$ cat config.mk
export PLATFORM = sky130hd
export DESIGN_NAME = sorted_set_rank_select
export DESIGN_NICKNAME = d
export VERILOG_FILES = /design/src/rtl/ssrs_pkg.sv /design/src/rtl/ssrs_ctrl.sv /design/src/rtl/ssrs_dpath.sv /design/src/rtl/sorted_set_rank_select.sv
export SDC_FILE = /design/constraint.sdc
export NUM_CORES = 2
export LEC_CHECK = 0
export BUFFER_PORTS_ARGS = -buffer_cell sky130_fd_sc_hd__buf_2
export CAP_MARGIN = 0
export CORE_MARGIN = 5
export CORE_UTILIZATION = 55
export DETAILED_ROUTE_END_ITERATION = 8
export GPL_TIMING_DRIVEN = 0
export HOLD_SLACK_MARGIN = 0.08
export PLACE_DENSITY = 0.76
export SKIP_LAST_GASP = 1
export SLEW_MARGIN = 5
export SYNTH_ARGS = -nofsm -noshare
export SYNTH_HDL_FRONTEND = slang
export SYNTH_SLANG_ARGS = --single-unit
$ cat constraint.sdc
create_clock -name clk -period 16.1 [get_ports clk]
set_clock_uncertainty 0.2 [all_clocks]
set_input_delay 0.805 -clock clk [delete_from_list [all_inputs] [get_ports clk]]
set_output_delay 0.805 -clock clk [all_outputs]
set_load 0.02 [all_outputs]
$ cat src/rtl/ssrs_pkg.sv
`timescale 1ns / 1ps
// ----------------------------------------------------------------------------
// ssrs_pkg
// Shared types and constants for the sorted set rank/select block.
// ----------------------------------------------------------------------------
package ssrs_pkg;

    // Flip the sign bit so that unsigned order matches signed order.
    localparam logic [31:0] SIGN_BIAS   = 32'h8000_0000;
    localparam logic [31:0] MISS_ANSWER = 32'hFFFF_FFFF;

    typedef enum logic [1:0] {
        MODE_INSERT = 2'd0,
        MODE_DELETE = 2'd1,
        MODE_RANK   = 2'd2,
        MODE_KTH    = 2'd3
    } mode_t;

    typedef enum logic [3:0] {
        ST_IDLE,
        ST_SRCH,
        ST_SRCH_CMP,
        ST_INS_CHK,
        ST_INS_WR,
        ST_DEL_CHK,
        ST_DEL_WR,
        ST_KTH,
        ST_RESULT
    } state_t;

    // Controller to datapath commands.
    typedef struct packed {
        logic load;       // capture the request, open the search window
        logic rd_mid;     // read the probe entry
        logic cmp;        // narrow the search window
        logic idx_count;  // point the shift index at the count
        logic idx_lo;     // point the shift index at the lower bound
        logic ins_rd;     // read entry idx-1
        logic ins_wr;     // write it to idx, step down
        logic ins_put;    // write the new key, bump the count
        logic del_rd;     // read entry idx+1
        logic del_wr;     // write it to idx, step up
        logic del_done;   // drop the count
        logic kth_rd;     // read entry k-1
        logic emit;       // load the response register
    } cmd_t;

    // Datapath to controller status.
    typedef struct packed {
        mode_t mode;
        logic  lo_lt_hi;
        logic  hit;
        logic  full;
        logic  ins_more;
        logic  del_more;
        logic  kth_ok;
        logic  out_free;
    } sts_t;

endpackage

$ cat src/rtl/ssrs_ctrl.sv
`timescale 1ns / 1ps
// ----------------------------------------------------------------------------
// ssrs_ctrl
// Sequencer: binary search, shift loops, k-th read and response hand-off.
// ----------------------------------------------------------------------------
module ssrs_ctrl (
    input  logic              clk,
    input  logic              rst_n,
    input  logic              req_valid,
    input  logic [1:0]        req_mode,
    input  ssrs_pkg::sts_t    sts,
    output ssrs_pkg::cmd_t    cmd,
    output logic              busy
);
    import ssrs_pkg::*;

    state_t state_reg;
    state_t state_next;

    always_ff @(posedge clk or negedge rst_n)
    begin
        if (!rst_n)
        begin
            state_reg <= ST_IDLE;
        end
        else
        begin
            state_reg <= state_next;
        end
    end

    always_comb
    begin
        state_next = state_reg;
        cmd        = '0;
        busy       = 1'b1;
        case (state_reg)
            ST_IDLE:
            begin
                busy = 1'b0;
                if (req_valid)
                begin
                    cmd.load = 1'b1;
                    if (mode_t'(req_mode) == MODE_KTH)
                    begin
                        state_next = ST_KTH;
                    end
                    else
                    begin
                        state_next = ST_SRCH;
                    end
                end
            end
            ST_SRCH:
            begin
                if (sts.lo_lt_hi)
                begin
                    cmd.rd_mid = 1'b1;
                    state_next = ST_SRCH_CMP;
                end
                else
                begin
                    case (sts.mode)
                        MODE_INSERT:
                        begin
                            if (sts.hit || sts.full)
                            begin
                                state_next = ST_IDLE;
                            end
                            else
                            begin
                                cmd.idx_count = 1'b1;
                                state_next    = ST_INS_CHK;
                            end
                        end
                        MODE_DELETE:
                        begin
                            if (sts.hit)
                            begin
                                cmd.idx_lo = 1'b1;
                                state_next = ST_DEL_CHK;
                            end
                            else
                            begin
                                state_next = ST_IDLE;
                            end
                        end
                        MODE_RANK:
                        begin
                            state_next = ST_RESULT;
                        end
                        default:
                        begin
                            state_next = ST_IDLE;
                        end
                    endcase
                end
            end
            ST_SRCH_CMP:
            begin
                cmd.cmp    = 1'b1;
                state_next = ST_SRCH;
            end
            ST_INS_CHK:
            begin
                if (sts.ins_more)
                begin
                    cmd.ins_rd = 1'b1;
                    state_next = ST_INS_WR;
                end
                else
                begin
                    cmd.ins_put = 1'b1;
                    state_next  = ST_IDLE;
                end
            end
            ST_INS_WR:
            begin
                cmd.ins_wr = 1'b1;
                state_next = ST_INS_CHK;
            end
            ST_DEL_CHK:
            begin
                if (sts.del_more)
                begin
                    cmd.del_rd = 1'b1;
                    state_next = ST_DEL_WR;
                end
                else
                begin
                    cmd.del_done = 1'b1;
                    state_next   = ST_IDLE;
                end
            end
            ST_DEL_WR:
            begin
                cmd.del_wr = 1'b1;
                state_next = ST_DEL_CHK;
            end
            ST_KTH:
            begin
                cmd.kth_rd = sts.kth_ok;
                state_next = ST_RESULT;
            end
            ST_RESULT:
            begin
                if (sts.out_free)
                begin
                    cmd.emit   = 1'b1;
                    state_next = ST_IDLE;
                end
            end
            default:
            begin
                state_next = ST_IDLE;
            end
        endcase
    end

endmodule

$ cat src/rtl/ssrs_dpath.sv
`timescale 1ns / 1ps
// ----------------------------------------------------------------------------
// ssrs_dpath
// Key store, count, search window, shift index and response register.
// ----------------------------------------------------------------------------
module ssrs_dpath #(
    parameter int DEPTH = 64
) (
    input  logic                clk,
    input  logic                rst_n,
    input  logic [1:0]          req_mode,
    input  logic signed [31:0]  req_value,
    input  ssrs_pkg::cmd_t      cmd,
    output ssrs_pkg::sts_t      sts,
    input  logic                rsp_stall,
    output logic                rsp_valid,
    output logic signed [31:0]  rsp_answer,
    output logic                rsp_found
);
    import ssrs_pkg::*;

    localparam int AW = $clog2(DEPTH);
    localparam int CW = $clog2(DEPTH + 1);

    logic [31:0]   key_mem [DEPTH];

    mode_t         mode_reg;
    logic [31:0]   key_reg;
    logic [CW-1:0] lo_reg;
    logic [CW-1:0] hi_reg;
    logic [CW-1:0] idx_reg;
    logic [CW-1:0] count_reg;
    logic          hit_reg;
    logic [31:0]   rd_data_reg;
    logic          out_valid_reg;
    logic [31:0]   answer_reg;
    logic          found_reg;

    logic [CW:0]   mid_sum;
    logic [CW-1:0] mid;
    logic [31:0]   raw;
    logic [CW-1:0] kth_idx;
    logic [CW-1:0] rd_idx;
    logic [CW-1:0] wr_idx;
    logic [31:0]   wr_data;
    logic          mem_re;
    logic          mem_we;
    logic          kth_ok;
    logic          out_free;
    logic [31:0]   answer_next;
    logic          found_next;

    assign mid_sum = {1'b0, lo_reg} + {1'b0, hi_reg};
    assign mid     = mid_sum[CW:1];
    assign raw     = key_reg ^ SIGN_BIAS;
    assign kth_idx = raw[CW-1:0] - CW'(1);
    assign kth_ok  = !raw[31] && (raw != 32'd0) && (raw <= 32'(count_reg));
    assign out_free = !out_valid_reg || !rsp_stall;

    always_comb
    begin
        rd_idx = mid;
        if (cmd.ins_rd)
        begin
            rd_idx = idx_reg - CW'(1);
        end
        else if (cmd.del_rd)
        begin
            rd_idx = idx_reg + CW'(1);
        end
        else if (cmd.kth_rd)
        begin
            rd_idx = kth_idx;
        end
    end

    assign mem_re  = cmd.rd_mid | cmd.ins_rd | cmd.del_rd | cmd.kth_rd;
    assign mem_we  = cmd.ins_wr | cmd.del_wr | cmd.ins_put;
    assign wr_idx  = cmd.ins_put ? lo_reg : idx_reg;
    assign wr_data = cmd.ins_put ? key_reg : rd_data_reg;

    always_ff @(posedge clk)
    begin
        if (mem_we)
        begin
            key_mem[wr_idx[AW-1:0]] <= wr_data;
        end
        if (mem_re)
        begin
            rd_data_reg <= key_mem[rd_idx[AW-1:0]];
        end
    end

    // Search window, shift index and request capture.
    always_ff @(posedge clk)
    begin
        if (cmd.load)
        begin
            mode_reg <= mode_t'(req_mode);
            key_reg  <= req_value ^ SIGN_BIAS;
            lo_reg   <= '0;
            hi_reg   <= count_reg;
            hit_reg  <= 1'b0;
        end
        else if (cmd.cmp)
        begin
            if (rd_data_reg < key_reg)
            begin
                lo_reg <= mid + CW'(1);
            end
            else
            begin
                hi_reg <= mid;
            end
            if (rd_data_reg == key_reg)
            begin
                hit_reg <= 1'b1;
            end
        end

        if (cmd.idx_count)
        begin
            idx_reg <= count_reg;
        end
        else if (cmd.idx_lo)
        begin
            idx_reg <= lo_reg;
        end
        else if (cmd.ins_wr)
        begin
            idx_reg <= idx_reg - CW'(1);
        end
        else if (cmd.del_wr)
        begin
            idx_reg <= idx_reg + CW'(1);
        end
    end

    always_ff @(posedge clk or negedge rst_n)
    begin
        if (!rst_n)
        begin
            count_reg <= '0;
        end
        else if (cmd.ins_put)
        begin
            count_reg <= count_reg + CW'(1);
        end
        else if (cmd.del_done)
        begin
            count_reg <= count_reg - CW'(1);
        end
    end

    always_comb
    begin
        if (mode_reg == MODE_RANK)
        begin
            found_next  = hit_reg;
            answer_next = hit_reg ? (32'(lo_reg) + 32'd1) : MISS_ANSWER;
        end
        else
        begin
            found_next  = kth_ok;
            answer_next = kth_ok ? (rd_data_reg ^ SIGN_BIAS) : MISS_ANSWER;
        end
    end

    always_ff @(posedge clk or negedge rst_n)
    begin
        if (!rst_n)
        begin
            out_valid_reg <= 1'b0;
        end
        else if (cmd.emit)
        begin
            out_valid_reg <= 1'b1;
        end
        else if (!rsp_stall)
        begin
            out_valid_reg <= 1'b0;
        end
    end

    always_ff @(posedge clk)
    begin
        if (cmd.emit)
        begin
            answer_reg <= answer_next;
            found_reg  <= found_next;
        end
    end

    assign rsp_valid  = out_valid_reg;
    assign rsp_answer = answer_reg;
    assign rsp_found  = found_reg;

    assign sts.mode     = mode_reg;
    assign sts.lo_lt_hi = lo_reg < hi_reg;
    assign sts.hit      = hit_reg;
    assign sts.full     = count_reg == CW'(DEPTH);
    assign sts.ins_more = idx_reg > lo_reg;
    assign sts.del_more = ({1'b0, idx_reg} + (CW + 1)'(1)) < {1'b0, count_reg};
    assign sts.kth_ok   = kth_ok;
    assign sts.out_free = out_free;

endmodule

$ cat src/rtl/sorted_set_rank_select.sv
`timescale 1ns / 1ps
// ----------------------------------------------------------------------------
// sorted_set_rank_select
// Order-statistic set of distinct signed 32-bit keys kept sorted in a RAM.
// ----------------------------------------------------------------------------
//
//  channel | direction | handshake            | payload
//  --------+-----------+----------------------+----------------------------
//  req     | in        | req_valid / req_stall | mode[1:0], value[31:0]
//  rsp     | out       | rsp_valid / rsp_stall | answer[31:0], found
//
// One request is worked at a time; req_stall is high from the cycle after
// acceptance until the request finishes. The single-port key RAM sets the
// pace: each search probe is a read then a compare, and each key moved by
// an insert or delete is a read then a write back. Insert: search, move the
// keys above up, write the new key (skipped on a hit or a full set).
// Delete: search, move the keys above down, drop the count (skipped on a
// miss). Rank: search, respond. K-th: read entry k-1, respond.
// Reset clears the count, the sequencer state and the response valid flag
// but not the RAM; no clearing pass is needed, as entries at or above the
// count are never read. A finished response sits in an output register; a
// stall on rsp holds it, and a new request is still taken while it waits. A
// query reaching its last step while the register is held waits until it frees.
//
// mode: insert, delete, rank query, k-th smallest query. Queries give one
// response each; insert and delete give none.
// ----------------------------------------------------------------------------
module sorted_set_rank_select #(
    parameter int DEPTH = 64
) (
    input  logic               clk,
    input  logic               rst_n,
    input  logic               req_valid,
    output logic               req_stall,
    input  logic [1:0]         mode,
    input  logic signed [31:0] value,
    output logic               rsp_valid,
    input  logic               rsp_stall,
    output logic signed [31:0] answer,
    output logic               found
);
    import ssrs_pkg::*;

    cmd_t cmd;
    sts_t sts;
    logic busy;

    // Sequencer: owns the state machine only.
    ssrs_ctrl u_ctrl (
        .clk       (clk),
        .rst_n     (rst_n),
        .req_valid (req_valid),
        .req_mode  (mode),
        .sts       (sts),
        .cmd       (cmd),
        .busy      (busy)
    );

    // Datapath: key RAM, count, search window and response register.
    ssrs_dpath #(
        .DEPTH (DEPTH)
    ) u_dpath (
        .clk        (clk),
        .rst_n      (rst_n),
        .req_mode   (mode),
        .req_value  (value),
        .cmd        (cmd),
        .sts        (sts),
        .rsp_stall  (rsp_stall),
        .rsp_valid  (rsp_valid),
        .rsp_answer (answer),
        .rsp_found  (found)
    );

    // Take a request only while the sequencer is idle.
    assign req_stall = busy;

endmodule

==> impl_metrics.tcl <==
set metrics [dict create \
    period_minus_slack_ns 7.978 \
    place_congestion 0.9719 \
    drc 0 \
    synth_nets 5537 \
    drive_gt1_share_pct 17.52 \
    report.final.hold_viol_count 0 \
    status "finished with violations" \
    synth.distinct_cells 72 \
    largest_reg_flops 2048 \
    initial_utilization_pct 55.38 \
    post-dp-hpwl_um 174000 \
    cts.sinks 2181 \
    dr.pass1.iters 7 \
    worstPathRequired_ns 16.35 \
    die_area_mm2 0.1679 \
    hold_class "input port to register" \
    nFillCells 10420 \
    fmax_mhz 125.3 \
    cap_viol_max_count 5 \
    syn_to_final_growth_pct 15.72 \
    grt_max_degree 49 \
    max_stage_delay_ns 1.18 \
    synth_top_area_share_pct 73.81 \
    crit_family "compound AO/OA/AOI/OAI gates" \
    dp_cells 7702 \
    ys_top_cells_by_area "edfxtp_1, mux2_2, mux2_1" \
    rr_startpoint "u_dpath.lo_reg[2]" \
    core_mm2 0.1587 \
    grt_antenna_before_repair 19 \
    fp-row-count 146 \
    yosysWarnings 0 \
    crit_end "u_dpath.rd_data_reg[8]" \
    synth_largest_area_cell "edfxtp_1" \
    ys.flop_type "edfxtp_1" \
    fp.dieW_um 409.8 \
    drt-wirelength-per-cell_um 31.13 \
    critPathKind "register to register" \
    tritoncts "built" \
    clk_pin_slew_ns 0.06 \
    setup_viol 0 \
    worstSkewPairLatency_ns 0.88 \
    numCtsBuffers 210 \
    cp_max_fo 10 \
    die_height_um 409.8 \
    hold_ws_ns 0.1287 \
    grt_pass1_vias 52550 \
    vias_per_cell 6.600 \
    tightest_slew_ns 1.622 \
    synth-seq-cells 2181 \
    reg2reg_to "u_dpath.rd_data_reg[8]" \
    vias 53650 \
    htreeDepth 4 \
    worst_setup_path_end_kind "register" \
    async_flop_share_pct 0.5502 \
    ys_seq_area_share_pct 74.34 \
    ctsLongestPathBuffers 3 \
    r2r_cells 15 \
    grt_first_pass_wirelength_um 359800 \
    ant_nets 0 \
    num-nets-final 5993 \
    slew_violations 8 \
    drt-initial-drc-count 8018 \
    crit_buf_inv 4 \
    gr-total-overflow 0 \
    fin_cells 8128 \
    synth_edf_count 2161 \
    routed_wl_um 253000 \
    avgSynthCellArea_um2 16.21 \
    maxSlewHeadroom_pct -9.160 \
    syn_inst 5422 \
    root_buffer "clkbuf_16" \
    setup.worst_path.start_class "register" \
    crit_slowest_cell "nor4_1" \
    rsz0062_at_grt "false" \
    arrival_ns 8.23 \
    finalCritPeriodShare_pct 49.55 \
    track_usage_pct 29.50 \
    setup_tns_ns 0 \
    cts_setup_buffers 0 \
    final_util_pct 64.08 \
    cp.depth 15 \
    path_cells "clkbuf_1 -> inv_1 -> ha_1 -> a21oi_1 -> a21oi_1 -> o311ai_1 -> nand2_1 -> o2111ai_1 -> nand2_1 -> clkbuf_1 -> buf_1 -> o22ai_1 -> nor3_1 -> nor4_1 -> o311ai_1" \
    r2r_setup_slack_ns 8.12 \
    port_buffers 72 \
    synthesis.area_mm2 0.08791 \
    ioPinCount 73 \
    violations "capacitance limit, slew limit" \
    cp-startpoint "u_dpath.lo_reg[2]" \
]
cell usage after synthesis, types with 68 or more instances:
| library cell | n |
|---|---|
| mux2i_1 | 159 |
| a21oi_1 | 92 |
| mux2_2 | 335 |
| buf_2 | 80 |
| a211oi_1 | 130 |
| nor2_1 | 102 |
| edfxtp_1 | 2161 |
| nor4_1 | 69 |
| mux2_1 | 226 |
| o22ai_1 | 281 |
| ha_1 | 75 |
| o221ai_1 | 68 |
| nor3_1 | 170 |
| and2_1 | 100 |
| a311oi_1 | 126 |
| inv_1 | 72 |
| clkbuf_1 | 213 |
| nand2_1 | 486 |
how the worst min path moves through the flow:
stage,from,to,slack (ns),cells past startpoint
2_1_floorplan,u_dpath.hit_reg,u_dpath.hit_reg,0.27,2
3_3_place_gp,u_dpath.rsp_valid,u_dpath.rsp_valid,0.31,2
3_5_place_dp,u_dpath.lo_reg[3],u_dpath.lo_reg[3],0.38,2
4_1_cts,req_valid,u_ctrl.state_reg[0],0.09,3
5_1_grt,req_valid,u_ctrl.state_reg[0],0.13,3
6_report,req_valid,u_ctrl.state_reg[0],0.13,3
cell families after synthesis:
group,after synthesis,synth area share [%]
buffers and inverters,415,1.980
AO/OA/AOI/OAI,935,7.557
AND/OR/NAND/NOR,1059,5.660
adder cells (fa/ha/maj),77,1.113
flip-flops,2181,74.34
XOR/XNOR,34,0.3387
multiplexers,721,9.013
through the flow:
step	area, µm²	setup WS, ns
4_1_cts	101700	8.418
6_report	101700	8.122
5_1_grt	101700	8.111
3_5_place_dp	94620	8.417
3_3_place_gp	90870	4.100
2_1_floorplan	87910	10.35
final cells by class:
cell class | count | area [µm²] | area share [%]
diodes | 5 | 12.51 | 0.01230
well taps | 2072 | 2592 | 2.548
clock buffers | 244 | 5404 | 5.312
flip-flops and latches | 2181 | 65350 | 64.24
multi-input cells | 2826 | 21760 | 21.39
clock inverters | 141 | 1330 | 1.307
plain buffers | 342 | 1468 | 1.443
repair buffers | 244 | 3533 | 3.473
inverters | 73 | 274.0 | 0.2694
worst register-to-register path: cells and delay by family, from the launching register on:
| family | cells | cell delay [ns] |
|---|---|---|
| flip-flops | 1 | 0.36 |
| buffers and inverters | 4 | 1.63 |
| adder cells (fa/ha/maj) | 1 | 0.33 |
| AND/OR/NAND/NOR | 4 | 2.28 |
| AO/OA/AOI/OAI | 6 | 2.77 |
per-layer routing:
layer | track usage, % | vias to the layer above | part of all wire [%]
met5 | 0 | - | 0.031
met2 | 44.71 | 3730 | 45
met3 | 8.615 | 642 | 13
met4 | 15.63 | 12 | 6.1
met1 | 38.96 | 26840 | 36
li1 | - | 22420 | -
layout by cell type, fill, tap and decap left out, types with 75 or more instances in the layout:
cell type,count
edfxtp_1,2161
nand2_1,486
mux2_2,335
o22ai_1,281
clkbuf_1,245
mux2_1,226
clkbuf_16,211
nor3_1,170
mux2i_1,159
buf_2,152
a211oi_1,130
a311oi_1,126
and2_1,100
buf_12,100
a21oi_1,91
ha_1,75
timing repair:
action | in CTS | in global routing
endpoints found under the hold margin | 47 | 0
hold buffers | 36 | 0
setup endpoints to repair | 0 | 0
resized for setup | 0 | 0
Power is not shown: default switching activity piles up to over one toggle a cycle in this logic, so the estimate is an artifact.
